[src/hw/rtl/assert_macros.svh]
// Assertion macros shared by the RTL
`ifndef ASSERT_MACROS_SVH
`define ASSERT_MACROS_SVH
// Concurrent assertion clocked on clk_i, disabled in reset
`define ASSERT_CLK(label, prop) \
  label: assert property (@(posedge clk_i) disable iff (!rst_ni) (prop)) \
    else $error("assertion failed");
`endif

[src/hw/rtl/csl_pkg.sv]
// Types, codes and keyword table of the C-subset lexer
`default_nettype none
package csl_pkg;
  localparam int unsigned KwChars   = 8;
  localparam int unsigned LineBits  = 20;
  localparam int unsigned OffBits   = 24;
  localparam int unsigned NumKw     = 18;

  localparam logic [5:0] KindEof     = 6'd0;
  localparam logic [5:0] KindAssign  = 6'd9;
  localparam logic [5:0] KindEqEq    = 6'd10;
  localparam logic [5:0] KindInt     = 6'd15;
  localparam logic [5:0] KindIdent   = 6'd16;
  localparam logic [5:0] KindUnknown = 6'd17;
  localparam logic [5:0] KindKw0     = 6'd18;

  typedef enum logic [1:0] {ModeIdle, ModeIdent, ModeNumber, ModeEquals} mode_e;
  typedef enum logic [1:0] {BaseDec, BaseHex, BaseBin, BaseOct} base_e;
  typedef enum logic [1:0] {PhFirst, PhDigits, PhAfterU, PhAfterL} phase_e;

  typedef struct packed {
    logic [5:0]         token_kind;
    logic [LineBits-1:0] token_line;
    logic [15:0]        token_column;
    logic [63:0]        literal_value;
    logic               long_literal;
    logic               signed_literal;
    logic [OffBits-1:0] name_offset;
    logic [15:0]        name_length;
    logic               last_of_run;
  } token_t;

  typedef struct packed {
    logic   valid;
    token_t tok;
  } tok_slot_t;

  // keyword text packed first character in the low byte, zero padded
  function automatic logic [8*KwChars-1:0] kw_text(input logic [4:0] k);
    logic [8*KwChars-1:0] t;
    t = '0;
    unique case (k)
      5'd0:  t[47:0] = "nruter";
      5'd1:  t[15:0] = "fi";
      5'd2:  t[15:0] = "od";
      5'd3:  t[39:0] = "elihw";
      5'd4:  t[23:0] = "rof";
      5'd5:  t[47:0] = "hctiws";
      5'd6:  t[63:0] = "eunitnoc";
      5'd7:  t[39:0] = "kaerb";
      5'd8:  t[39:0] = "tsnoc";
      5'd9:  t[31:0] = "diov";
      5'd10: t[23:0] = "tni";
      5'd11: t[47:0] = "dengis";
      5'd12: t[63:0] = "dengisnu";
      5'd13: t[31:0] = "gnol";
      5'd14: t[39:0] = "trohs";
      5'd15: t[31:0] = "rahc";
      5'd16: t[39:0] = "taolf";
      5'd17: t[47:0] = "elbuod";
      default: t = '0;
    endcase
    return t;
  endfunction

  function automatic logic [3:0] kw_len(input logic [4:0] k);
    logic [3:0] l;
    unique case (k)
      5'd1, 5'd2: l = 4'd2;
      5'd4, 5'd10: l = 4'd3;
      5'd9, 5'd13, 5'd15: l = 4'd4;
      5'd3, 5'd7, 5'd8, 5'd14, 5'd16: l = 4'd5;
      5'd0, 5'd5, 5'd11, 5'd17: l = 4'd6;
      5'd6, 5'd12: l = 4'd8;
      default: l = 4'd0;
    endcase
    return l;
  endfunction
endpackage
`default_nettype wire

[src/hw/rtl/csl_byte_if.sv]
// Valid/ready channels for source bytes and tokens
`default_nettype none
interface csl_byte_if;
  logic       valid;
  logic       ready;
  logic [7:0] source_byte;
  modport source (output valid, output source_byte, input ready);
  modport sink (input valid, input source_byte, output ready);
endinterface

interface csl_tok_if;
  logic             valid;
  logic             ready;
  csl_pkg::token_t  tok;
  modport source (output valid, output tok, input ready);
  modport sink (input valid, input tok, output ready);
endinterface
`default_nettype wire

[src/hw/rtl/csl_kw_match.sv]
// Parallel keyword match over the word buffer
`default_nettype none
module csl_kw_match (
  input  wire logic [8*csl_pkg::KwChars-1:0] chars_i,
  input  wire logic [15:0]                   len_i,
  output logic                               hit_o,
  output logic [5:0]                         kind_o
);
  import csl_pkg::*;
  logic [NumKw-1:0] hits;
  always_comb begin
    for (int k = 0; k < NumKw; k++) begin
      hits[k] = (len_i == {12'd0, kw_len(5'(k))}) && (chars_i == kw_text(5'(k)));
    end
    hit_o  = |hits;
    kind_o = KindIdent;
    for (int k = NumKw - 1; k >= 0; k--) begin
      if (hits[k]) kind_o = KindKw0 + 6'(k);
    end
  end
endmodule
`default_nettype wire

[src/hw/rtl/csl_out_queue.sv]
// Four-entry token queue between the scanner and the output channel
`default_nettype none
`include "assert_macros.svh"
module csl_out_queue (
  input  wire logic               clk_i,
  input  wire logic               rst_ni,
  input  wire csl_pkg::tok_slot_t a_i,
  input  wire csl_pkg::tok_slot_t b_i,
  output logic                    room_o,
  csl_tok_if.source               out_o
);
  import csl_pkg::*;
  token_t     mem_q [4];
  logic [1:0] rd_q, wr_q;
  logic [2:0] cnt_q;
  logic [1:0] n_in;
  logic       pop;

  assign pop       = out_o.valid && out_o.ready;
  assign n_in      = {1'b0, a_i.valid} + {1'b0, b_i.valid};
  assign out_o.valid = cnt_q != 3'd0;
  assign out_o.tok   = mem_q[rd_q];
  // room for a worst-case two-token byte once this cycle's pop is counted
  assign room_o    = (cnt_q - {2'b0, pop}) <= 3'd2;

  always_ff @(posedge clk_i) begin
    if (a_i.valid) mem_q[wr_q] <= a_i.tok;
    if (b_i.valid) mem_q[a_i.valid ? wr_q + 2'd1 : wr_q] <= b_i.tok;
  end

  always_ff @(posedge clk_i or negedge rst_ni) begin
    if (!rst_ni) begin
      rd_q <= '0; wr_q <= '0; cnt_q <= '0;
    end else begin
      wr_q  <= wr_q + n_in;
      rd_q  <= rd_q + {1'b0, pop};
      cnt_q <= cnt_q + {1'b0, n_in} - {2'b0, pop};
    end
  end

  `ASSERT_CLK(a_no_overflow, cnt_q <= 3'd4)
  `ASSERT_CLK(a_pop_nonempty, pop |-> cnt_q != 3'd0)
  `ASSERT_CLK(a_push_room, (a_i.valid || b_i.valid) |-> (cnt_q - {2'b0, pop}) <= 3'd2)
endmodule
`default_nettype wire

[src/hw/rtl/csl_scanner.sv]
// Per-byte scanner state and token generation
`default_nettype none
`include "assert_macros.svh"
module csl_scanner (
  input  wire logic               clk_i,
  input  wire logic               rst_ni,
  input  wire logic               fire_i,
  input  wire logic [7:0]         c_i,
  output csl_pkg::tok_slot_t      a_o,
  output csl_pkg::tok_slot_t      b_o
);
  import csl_pkg::*;
  localparam logic [LineBits-1:0] LineMax = '1;
  localparam logic [OffBits-1:0]  OffMax  = '1;

  mode_e  mode_q, mode_d;
  base_e  base_q, base_d;
  phase_e ph_q, ph_d;
  logic   bad_q, bad_d, uns_q, uns_d, lng_q, lng_d;
  logic [OffBits-1:0]  off_q, off_d, soff_q, soff_d;
  logic [LineBits-1:0] line_q, line_d, sline_q, sline_d;
  logic [15:0]         col_q, col_d, scol_q, scol_d, wlen_q, wlen_d;
  logic [8*KwChars-1:0] w_q, w_d;
  logic [63:0]         val_q, val_d;
  tok_slot_t a_d, b_d;

  logic kw_hit;
  logic [5:0] kw_kind;
  csl_kw_match u_kw (.chars_i(w_q), .len_i(wlen_q), .hit_o(kw_hit), .kind_o(kw_kind));

  function automatic token_t mk(input logic [5:0] k, input logic [LineBits-1:0] l,
                                input logic [15:0] c);
    token_t t;
    t = '0;
    t.token_kind = k; t.token_line = l; t.token_column = c;
    return t;
  endfunction

  logic alpha, digit, wbyte, hexl, hexu;
  logic [3:0] dv;
  logic [63:0] mul;
  token_t flush_t;
  logic   flush_v;

  always_comb begin
    alpha = (c_i >= "a" && c_i <= "z") || (c_i >= "A" && c_i <= "Z") || c_i == "_";
    digit = c_i >= "0" && c_i <= "9";
    wbyte = alpha || digit;
    hexl  = c_i >= "a" && c_i <= "f";
    hexu  = c_i >= "A" && c_i <= "F";
    dv = digit ? 4'(c_i - "0") : hexl ? 4'(c_i - "a" + 8'd10) : 4'(c_i - "A" + 8'd10);
    unique case (base_q)
      BaseHex: mul = {val_q[59:0], 4'd0};
      BaseBin: mul = {val_q[62:0], 1'b0};
      BaseOct: mul = {val_q[60:0], 3'd0};
      default: mul = {val_q[60:0], 3'd0} + {val_q[62:0], 1'b0};
    endcase

    // pending token flushed by a byte that cannot extend it
    flush_v = 1'b0;
    flush_t = mk(KindAssign, sline_q, scol_q);
    unique case (mode_q)
      ModeIdent: begin
        flush_v = 1'b1;
        flush_t = mk(kw_kind, sline_q, scol_q);
        if (!kw_hit) begin
          flush_t.name_offset = soff_q;
          flush_t.name_length = wlen_q;
        end
      end
      ModeNumber: begin
        flush_v = 1'b1;
        if (bad_q) flush_t = mk(KindUnknown, sline_q, scol_q);
        else begin
          flush_t = mk(KindInt, sline_q, scol_q);
          flush_t.literal_value  = val_q;
          flush_t.long_literal   = lng_q;
          flush_t.signed_literal = !uns_q;
        end
      end
      ModeEquals: flush_v = 1'b1;
      default: flush_v = 1'b0;
    endcase

    mode_d = mode_q; base_d = base_q; ph_d = ph_q;
    bad_d = bad_q; uns_d = uns_q; lng_d = lng_q;
    off_d = off_q; soff_d = soff_q; line_d = line_q; sline_d = sline_q;
    col_d = col_q; scol_d = scol_q; wlen_d = wlen_q; w_d = w_q; val_d = val_q;
    a_d = '0; b_d = '0;

    if (fire_i) begin
      off_d = (off_q == OffMax) ? off_q : off_q + 1'b1;
      col_d = (col_q == 16'hFFFF) ? col_q : col_q + 16'd1;
      if (c_i == 8'h0A) begin
        line_d = (line_q == LineMax) ? line_q : line_q + 1'b1;
        col_d  = '0;
      end
      if (mode_q == ModeIdent && wbyte) begin
        for (int i = 0; i < KwChars; i++)
          if (wlen_q == 16'(i)) w_d[8*i +: 8] = c_i;
        wlen_d = (wlen_q == 16'hFFFF) ? wlen_q : wlen_q + 16'd1;
      end else if (mode_q == ModeNumber && wbyte) begin
        if (!bad_q) begin
          priority if (ph_q == PhFirst && (c_i == "x" || c_i == "X")) begin
            ph_d = PhDigits; base_d = BaseHex;
          end else if (ph_q == PhFirst && (c_i == "b" || c_i == "B")) begin
            ph_d = PhDigits; base_d = BaseBin;
          end else if (ph_q == PhFirst || ph_q == PhDigits) begin
            // first digit after a leading zero selects octal
            ph_d = PhDigits;
            if (digit || ((base_q == BaseHex) && ph_q == PhDigits && (hexl || hexu))) begin
              if (ph_q == PhFirst) begin
                base_d = BaseOct;
                if (dv >= 4'd8) bad_d = 1'b1;
                else val_d = {val_q[60:0], 3'd0} + 64'(dv);
              end else begin
                unique case (base_q)
                  BaseBin: bad_d = dv >= 4'd2;
                  BaseOct: bad_d = dv >= 4'd8;
                  BaseDec: bad_d = 1'b0;
                  default: bad_d = 1'b0;
                endcase
                if (!bad_d) val_d = mul + 64'(dv);
              end
            end else begin
              if (ph_q == PhFirst) base_d = BaseOct;
              if (c_i == "u" || c_i == "U") begin uns_d = 1'b1; ph_d = PhAfterU; end
              else if (c_i == "l" || c_i == "L") begin lng_d = 1'b1; ph_d = PhAfterL; end
              else bad_d = 1'b1;
            end
          end else if (ph_q == PhAfterU && (c_i == "l" || c_i == "L")) begin
            lng_d = 1'b1; ph_d = PhAfterL;
          end else begin
            bad_d = 1'b1;
          end
        end
      end else if (mode_q == ModeEquals && c_i == "=") begin
        a_d.valid = 1'b1;
        a_d.tok   = mk(KindEqEq, sline_q, scol_q);
        a_d.tok.last_of_run = 1'b1;
        mode_d = ModeIdle;
      end else begin
        a_d.valid = flush_v;
        a_d.tok   = flush_t;
        mode_d  = ModeIdle;
        sline_d = line_q; scol_d = col_d; soff_d = off_q;
        if (c_i == 8'h0A) scol_d = col_d;
        b_d.tok = mk(KindUnknown, line_d, col_d);
        unique case (c_i)
          8'h00: begin
            b_d.valid = 1'b1;
            b_d.tok   = mk(KindEof, line_d, col_d);
            mode_d = ModeIdle; base_d = BaseDec; ph_d = PhFirst;
            bad_d = 1'b0; uns_d = 1'b0; lng_d = 1'b0;
            off_d = '0; soff_d = '0; line_d = LineBits'(1); sline_d = LineBits'(1);
            col_d = '0; scol_d = '0; wlen_d = '0; w_d = '0; val_d = '0;
          end
          " ", 8'h09, 8'h0A, 8'h0D: b_d.valid = 1'b0;
          ";": begin b_d.valid = 1'b1; b_d.tok.token_kind = 6'd1; end
          "(": begin b_d.valid = 1'b1; b_d.tok.token_kind = 6'd2; end
          ")": begin b_d.valid = 1'b1; b_d.tok.token_kind = 6'd3; end
          "{": begin b_d.valid = 1'b1; b_d.tok.token_kind = 6'd4; end
          "}": begin b_d.valid = 1'b1; b_d.tok.token_kind = 6'd5; end
          "[": begin b_d.valid = 1'b1; b_d.tok.token_kind = 6'd6; end
          "]": begin b_d.valid = 1'b1; b_d.tok.token_kind = 6'd7; end
          ",": begin b_d.valid = 1'b1; b_d.tok.token_kind = 6'd8; end
          "+": begin b_d.valid = 1'b1; b_d.tok.token_kind = 6'd11; end
          "-": begin b_d.valid = 1'b1; b_d.tok.token_kind = 6'd12; end
          "*": begin b_d.valid = 1'b1; b_d.tok.token_kind = 6'd13; end
          "/": begin b_d.valid = 1'b1; b_d.tok.token_kind = 6'd14; end
          "=": mode_d = ModeEquals;
          default: begin
            if (digit) begin
              mode_d = ModeNumber; bad_d = 1'b0; uns_d = 1'b0; lng_d = 1'b0;
              base_d = BaseDec; val_d = 64'(dv);
              ph_d = (c_i == "0") ? PhFirst : PhDigits;
            end else if (alpha) begin
              mode_d = ModeIdent;
              w_d = {{(8*KwChars-8){1'b0}}, c_i};
              wlen_d = 16'd1;
            end else begin
              b_d.valid = 1'b1;
            end
          end
        endcase
        // mark the final token of this byte
        if (b_d.valid) b_d.tok.last_of_run = 1'b1;
        else if (a_d.valid) a_d.tok.last_of_run = 1'b1;
      end
    end
  end

  assign a_o = a_d;
  assign b_o = b_d;

  always_ff @(posedge clk_i or negedge rst_ni) begin
    if (!rst_ni) begin
      mode_q <= ModeIdle; base_q <= BaseDec; ph_q <= PhFirst;
      bad_q <= 1'b0; uns_q <= 1'b0; lng_q <= 1'b0;
      off_q <= '0; soff_q <= '0; line_q <= LineBits'(1); sline_q <= LineBits'(1);
      col_q <= '0; scol_q <= '0; wlen_q <= '0; w_q <= '0; val_q <= '0;
    end else begin
      mode_q <= mode_d; base_q <= base_d; ph_q <= ph_d;
      bad_q <= bad_d; uns_q <= uns_d; lng_q <= lng_d;
      off_q <= off_d; soff_q <= soff_d; line_q <= line_d; sline_q <= sline_d;
      col_q <= col_d; scol_q <= scol_d; wlen_q <= wlen_d; w_q <= w_d; val_q <= val_d;
    end
  end

  `ASSERT_CLK(a_b_last, b_o.valid |-> b_o.tok.last_of_run)
  `ASSERT_CLK(a_line_nonzero, line_q != '0)
endmodule
`default_nettype wire

[src/hw/rtl/c_subset_token_lexer.sv]
// Top level of the C-subset token lexer
// Throughput: one source byte per cycle while ready is high; up to two tokens per byte.
// Tokens are queued in registers and drained one per cycle while the sink is ready.
// Ready drops while the four-entry token queue could not take two more tokens.
// Reset: asynchronous active low; positions return to line 1, column 0, offset 0.
`default_nettype none
module c_subset_token_lexer (
  input  wire logic clk_i,
  input  wire logic rst_ni,
  csl_byte_if.sink  in_i,
  csl_tok_if.source out_o
);
  import csl_pkg::*;
  tok_slot_t a, b;
  logic room, fire;

  assign in_i.ready = room;
  assign fire = in_i.valid && room;

  csl_scanner u_scan (
    .clk_i, .rst_ni, .fire_i(fire), .c_i(in_i.source_byte), .a_o(a), .b_o(b)
  );
  csl_out_queue u_q (.clk_i, .rst_ni, .a_i(a), .b_i(b), .room_o(room), .out_o(out_o));
endmodule
`default_nettype wire

[src/flat_wrapper.sv]
// flat-port wrapper written by rule: the top's interface ports become plain ports
module c_subset_token_lexer_flat import csl_pkg::*;
  (clk_i, rst_ni, in_i_valid, in_i_source_byte, in_i_ready, out_o_valid, out_o_tok, out_o_ready);
  csl_byte_if in_i_i ();
  csl_tok_if out_o_i ();
  input  wire logic clk_i;
  input  wire logic rst_ni;
  input wire logic [$bits(in_i_i.valid)-1:0] in_i_valid;
  input wire logic [$bits(in_i_i.source_byte)-1:0] in_i_source_byte;
  output wire logic [$bits(in_i_i.ready)-1:0] in_i_ready;
  output wire logic [$bits(out_o_i.valid)-1:0] out_o_valid;
  output wire logic [$bits(out_o_i.tok)-1:0] out_o_tok;
  input wire logic [$bits(out_o_i.ready)-1:0] out_o_ready;
  assign in_i_i.valid = in_i_valid;
  assign in_i_i.source_byte = in_i_source_byte;
  assign in_i_ready = in_i_i.ready;
  assign out_o_valid = out_o_i.valid;
  assign out_o_tok = out_o_i.tok;
  assign out_o_i.ready = out_o_ready;
  c_subset_token_lexer u_core (.clk_i(clk_i), .rst_ni(rst_ni), .in_i(in_i_i), .out_o(out_o_i));
endmodule
[config.mk]
export PLATFORM = sky130hd
export DESIGN_NAME = c_subset_token_lexer_flat
export DESIGN_NICKNAME = d
export VERILOG_FILES = /design/src/hw/rtl/csl_pkg.sv /design/src/hw/rtl/csl_byte_if.sv /design/src/hw/rtl/csl_kw_match.sv /design/src/hw/rtl/csl_out_queue.sv /design/src/hw/rtl/csl_scanner.sv /design/src/hw/rtl/c_subset_token_lexer.sv /design/src/flat_wrapper.sv
export VERILOG_INCLUDE_DIRS = /design/src /design/src/hw/rtl
export SDC_FILE = /design/constraint.sdc
export NUM_CORES = 2
export LEC_CHECK = 0
export ABC_AREA = 0
export BUFFER_PORTS_ARGS = -buffer_cell sky130_fd_sc_hd__clkbuf_2
export CELL_PAD_IN_SITES_DETAIL_PLACEMENT = 1
export CELL_PAD_IN_SITES_GLOBAL_PLACEMENT = 1
export CORE_AREA = 2 2 384 386
export DETAILED_ROUTE_END_ITERATION = 10
export DIE_AREA = 0 0 386 388
export PLACE_DENSITY_LB_ADDON = 0.25
export SYNTH_ARGS = -nofsm -noshare
export SYNTH_HDL_FRONTEND = slang
export SYNTH_HIERARCHICAL = 1
export SYNTH_SLANG_ARGS = --single-unit
export TNS_END_PERCENT = 20
[constraint.sdc]
create_clock -name clk_i -period 10 [get_ports clk_i]
set_input_delay 1.5 -clock clk_i [delete_from_list [all_inputs] [get_ports clk_i]]
set_output_delay 1.5 -clock clk_i [all_outputs]
set_load 0.05 [all_outputs]
== After elaboration in Yosys (flattened, before gate mapping) ==
Memory sizes are Yosys's and may differ from the RTL's.
Cells that the tools add are included.

* Mux-type cells: 167
* Equal/unequal tests: 96
* Reductions and logical operators: 73
* Bitwise gates (word level): 3
* $add $sub $neg: 19
* Order comparisons: 11

{| class="wikitable"
|+ Operator list
! operator !! count
|-
| $mux W150 || 8
|-
| $mux W64 || 16
|-
| $eq A64 B39 Y1 const B || 5
|-
| $pmux W149 S2 || 1
|-
| $eq A64 B47 Y1 const B || 4
|-
| $pmux W64 S2 || 2
|-
| $eq A64 B31 Y1 const B || 3
|-
| $mux W16 || 12
|-
| $pmux W64 S3 || 1
|-
| $mux W148 || 1
|-
| $mux W24 || 6
|-
| $mux W20 || 7
|-
| $add A64 B4 Y64 || 2
|-
| $eq A64 B15 Y1 const B || 2
|-
| $eq A64 B23 Y1 const B || 2
|-
| $eq A64 B63 Y1 const B || 2
|-
| $mux W6 || 18
|-
| $eq A8 B7 Y1 const B || 13
|-
| $eq A8 B6 Y1 const B || 11
|-
| $reduce_and A7 Y1 || 10
|-
| $pmux W5 S13 || 1
|-
| $add A64 B64 Y64 || 1
|-
| $eq A16 B3 Y1 const B || 4
|-
| $mux W8 || 8
|-
| other kinds (60) || 229
|}

* Memories kept: 1
* Bits in registers: 280
* Input bits: 12
* Output and inout port bits: 151
* Logic and storage cells: 395
* RAM bits: 596

{| class="wikitable"
|+ Memory list
! memory !! words !! width !! rd ports !! clocked after memory_dff !! write ports !! line !! text
|-
| u_core.u_q.mem_q || 4 || 149 || 1 || 0 || 2 || csl_out_queue.sv:13 || <nowiki>token_t mem_q [4];</nowiki>
|}

== Longest topological paths before layout ==
* Depth in word-level cells: 30
* Mapped depth: 25

== Cells and area by module ==
The synthesis kept the hierarchy.

{| class="wikitable"
|+ By module, submodules not included
! module !! instances !! area an instance (um^2) !! seq. area each (um^2) !! cells each
|-
| csl_out_queue || 1 || 29254.3 || 18072.3 || 1497
|-
| csl_scanner || 1 || 24217.0 || 6834.1 || 3127
|-
| csl_kw_match || 1 || 1535.2 || 0.0 || 198
|-
| c_subset_token_lexer || 1 || 6.3 || 0.0 || 1
|}

== Worst setup path after synthesis ==
Ideal clock, no wire load.

* Path kind: input -> register
* Start: in out_o_ready
* End: mem u_core/u_q/mem_q[2][0] in the netlist's numbering (enable)
* Setup slack: 0.644 ns
* Arrival: 8.849 ns
* Required time: 9.493 ns
* Stages on the path: 21
* Path through: o31ai_1 > nor2_1 > ha_1 > xor2_1 > a21oi_1 > and2_1 > inv_1 > or3_1 > clkbuf_1 > nor2_1 > clkbuf_1 > nand2_1 > clkbuf_1 > clkbuf_1 > nor2_1 > buf_4 > nand2_1 > o31ai_4 > buf_4 > buf_6 > a21o_1

{| class="wikitable"
|+ RTL lines
! element !! line !! text
|-
| from (decl) || flat_wrapper.sv:13 || <nowiki>input wire logic [$bits(out_o_i.ready)-1:0] out_o_ready;</nowiki>
|-
| to (decl) || csl_out_queue.sv:13 ||
|}

==> impl_metrics.py <==
metrics = {
    "pwr": {
        "p_clk_frac": 0.235,
        "p_int_mw": 8.54,
        "p_sw_frac": 0.424,
        "p_seq_frac": 0.354,
        "ir_drop_v": 0.000325,
        "p_per_area_mw_per_mm2": 247,
        "netSwitchingPower_mw": 6.30,
        "power.leakage_nw": 22.9,
        "power_frac_comb": 0.412,
    },
    "drt": {
        "viasPerCell": 5.82,
        "vias": 39709,
        "wl_per_cell_um": 24.9,
        "drt-pass1-iter-count": 5,
        "wl_um": 170000,
        "drc": 0,
        "drt_iter0_drc": 2948,
        "postRouteAntennaNets": 0,
    },
    "logic_synthesis": {
        "yosysTopAreaCellShare": 0.325,
        "synthFlopType": "edfxtp_1",
        "ys_warn_count": 6,
        "avgSynthCellArea_um2": 11.4,
        "syn_area_mm2": 0.0550,
        "synth_async_sr_flop_share": 0.320,
        "synth-seq-cells": 876,
        "synth_edf_count": 596,
        "synth_area_leaders": "edfxtp_1 33%, dfrtp_1 13%, mux2_1 7.9%, mux4_2 6.6%, mux2_2 5.1%",
        "yosys.area.top_type": "edfxtp_1",
        "syn_inst": 4823,
        "synth.distinct_cells": 112,
        "seq_area_frac_synth": 0.453,
    },
    "global_route": {
        "track_usage": 0.225,
        "antenna_found_initial": 10,
        "grt-ovfl-total": 0,
        "grt_max_degree": 130,
        "grt_pass1_vias": 41459,
        "grt_pass1_wl_um": 261000,
    },
    "flow_run": {
        "cap_violations": 0,
    },
    "sta": {
        "hold_viol_final": 0,
        "period_needed_ns": 7.36,
        "skew_ns": 0.0829,
        "slew_headroom": 0.255,
        "tns_ns": 0,
        "setup_viol": 0,
        "fmax_mhz": 136,
        "rsz0062_at_grt": "false",
        "tightest_slew_ns": 1.09,
        "period_share": 0.736,
        "final-max-slew-violation-count": 0,
    },
    "clock_network": {
        "cts_resized": 0,
        "cts_made_buffers": 99,
        "clkSlewWorstSetupHoldPaths_ns": 0.06,
        "htreeDepth": 3,
        "hold_buffers": 0,
        "cts_sinks": 876,
        "clk_path_buf_depth": 3,
        "clk-insertion-delay-late_ns": 0.75,
        "cts_setup_buffers": 0,
        "clock-root-buffer": "clkbuf_16",
        "cts_tree": "yes",
    },
    "finish": {
        "fin_util": 0.413,
        "drive_gt1_frac": 0.178,
        "layout.nets": 4926,
        "fill_cells": 15529,
        "area_growth_pct": 9.03,
    },
    "setup_path": {
        "critical_path_class": "in2reg",
        "start_kind": "input port",
        "crit_chain": "clkbuf_2 -> inv_1 -> ha_1 -> nand2b_1 -> or3_1 -> or3_1 -> a32o_1 -> a21oi_1 -> nand2b_1 -> nor2_1 -> nor3_1 -> o21ai_4 -> buf_4 -> buf_4 -> mux2_1",
        "crit_fanout": 60,
        "critical_path.top_delay_family": "simple AND/OR/NAND/NOR gates",
        "crit_path_top_delay_cell": "nor2_1",
        "path_buf_inv": 4,
        "critical_path_arrival_ns": 7.90,
        "required_ns": 10.54,
        "slowest_delay_ns": 0.89,
        "end_kind": "flop",
    },
    "floorplan": {
        "die-area_mm2": 0.150,
        "initial_core_util": 0.379,
        "die_h_um": 388,
        "core_region_area_mm2": 0.145,
        "num_io_pins": 163,
        "die_w_um": 386,
        "num_rows": 140,
    },
    "place": {
        "io_buffers": 162,
        "hpwlAfterDp_um": 112000,
        "place.gp.congestion": 0.922,
    },
    "run_status": {
        "run_status": "finished, final reports clean",
    },
    "hold_path": {
        "hold_path_class": "reg2reg",
    },
}
-- worst paths after layout --
path | to | cells past startpoint | from | slack [ns]
min in group asynchronous | u_core/u_scan/val_q[7]$_DFFE_PN0P_ | 1 | rst_ni | 0.79
worst min-delay path | u_core/u_scan/sline_q[11]$_DFFE_PN0P_ | 2 | u_core/u_scan/sline_q[11]$_DFFE_PN0P_ | 0.47
max in group asynchronous | u_core/u_scan/soff_q[23]$_DFFE_PN0P_ | 2 | rst_ni | 7.63
worst min register to register | u_core/u_scan/sline_q[11]$_DFFE_PN0P_ | 2 | u_core/u_scan/sline_q[11]$_DFFE_PN0P_ | 0.47
worst max register to register | u_core/u_q/mem_q[0][74]$_DFFE_PP_ | 16 | u_core/u_q/cnt_q[0]$_DFF_PN0_ | 3.41
worst max-delay path | u_core/u_q/mem_q[0][74]$_DFFE_PP_ | 15 | in_i_source_byte[1] | 2.64
-- state kept, by name, summed over array words and instances, names as in the netlist, 3 cells and up --
register	count
u_core/u_scan/col_q	16
u_core/u_q/cnt_q	3
u_core/u_q/mem_q	596
u_core/u_scan/w_q	64
u_core/u_scan/scol_q	16
u_core/u_scan/wlen_q	16
u_core/u_scan/line_q	20
u_core/u_scan/sline_q	20
u_core/u_scan/soff_q	24
u_core/u_scan/val_q	64
u_core/u_scan/off_q	24
-- worst register-to-register path, stage by stage (launching register included) --
cell	delay (ns)
dfrtp_1	0.43
o31ai_1	0.68
nor2_1	0.09
ha_1	0.23
xor2_1	0.14
a21oi_1	0.17
and2_2	0.21
inv_1	0.04
buf_4	0.21
or3_1	0.53
nand2b_1	0.34
nor2_1	0.89
nor3_1	0.23
o21ai_4	0.24
buf_4	0.70
buf_4	0.92
mux2_1	0.35
-- metal layers --
layer	wire (um)	track usage	vias up
met5	16	0	-
met4	3200	0.0531	2
met3	7160	0.0258	192
met2	79600	0.362	847
met1	79900	0.322	20675
li1	-	-	17993
-- per-stage QoR --
step	setup slack [ns]	cells	total power, mW	cell area, um^2	hold slack, ns
3_5_place_dp	1.91	6638	11.5	56900	0.460
3_3_place_gp	2.06	6638	11.4	56900	0.451
5_1_grt	2.16	6823	15.5	60000	0.487
6_report	2.64	6825	14.8	60000	0.469
4_1_cts	2.70	6823	15.0	60000	0.474
2_1_floorplan	0.644	4929	9.75	55400	0.430
-- cell type report --
type / instances / area (um^2) / share of cell area
inverters: 58 / 218 / 0.00363
repair buffers: 218 / 1380 / 0.0230
clock inverters: 54 / 429 / 0.00716
diodes: 2 / 5.00 / 0.0000834
clock buffers: 131 / 2650 / 0.0441
well taps: 1917 / 2400 / 0.0400
multi-input cells: 3569 / 28000 / 0.467
flip-flops and latches: 876 / 24900 / 0.415
-- cell families (layout without fill, tap and decap cells) --
family,after synthesis,in the layout,share of synthesized area
AOI/OAI and AO/OA,788,788,0.0942
xor gates and xnor gates,203,203,0.0323
adders and majority gates,92,92,0.0213
buffers and inverters,484,461,0.0477
DFF,876,876,0.453
muxes,843,843,0.204
other,1,109,0.0000682
and+or+nand+nor,1536,1536,0.147
-- synth_stat cells, drive strengths merged, types with 26 or more instances --
| library cell | count |
|---|---|
| ha | 89 |
| o31ai | 40 |
| nand3 | 154 |
| nor4 | 58 |
| clkbuf | 187 |
| and3 | 48 |
| inv | 58 |
| buf | 239 |
| nor3 | 94 |
| xnor2 | 125 |
| xor2 | 78 |
| a21o | 32 |
| mux4 | 160 |
| nor2 | 273 |
| o21ai | 264 |
| or3 | 29 |
| mux2i | 48 |
| edfxtp | 596 |
| nand2 | 448 |
| a21oi | 158 |
| a22oi | 38 |
| dfrtp | 278 |
| nand4 | 100 |
| and2 | 164 |
| mux2 | 635 |
| a211oi | 26 |
-- cells in the final DEF (no fill, tap or decap), drive strengths merged, types with 15 or more instances in the layout --
cell and n:
nand2 448, clkbuf 292, ha 89, mux4 160, xnor2 125, clkinv 49, xor2 78, a32o 15
nand2b 19, a21o 32, conb 107, o21ai 264, inv 61, nand3 154, dfrtp 278, nand4b 17
nor3 94, a211oi 26, and2 164, mux2 635, o31ai 40, o221ai 16, nand3b 16, nor4 58
a22o 25, nor2 273, a22oi 38, or3 29, edfxtp 596, nand4 100, and4 20, o21a 25
o211ai 24, a31oi 24, mux2i 48, nor2b 21, a21oi 158, and3 48, buf 57
-- power by group through the flow --
stage          sequential [mW]  combinational [mW]  clock, mW
2_1_floorplan             5.14                4.61          0
3_3_place_gp              5.30                6.13          0
3_5_place_dp              5.34                6.17          0
4_1_cts                   5.27                6.19       3.58
5_1_grt                   5.35                6.48       3.71
6_report                  5.25                6.11       3.48
Note: power is estimated with default switching activity, not from simulation.
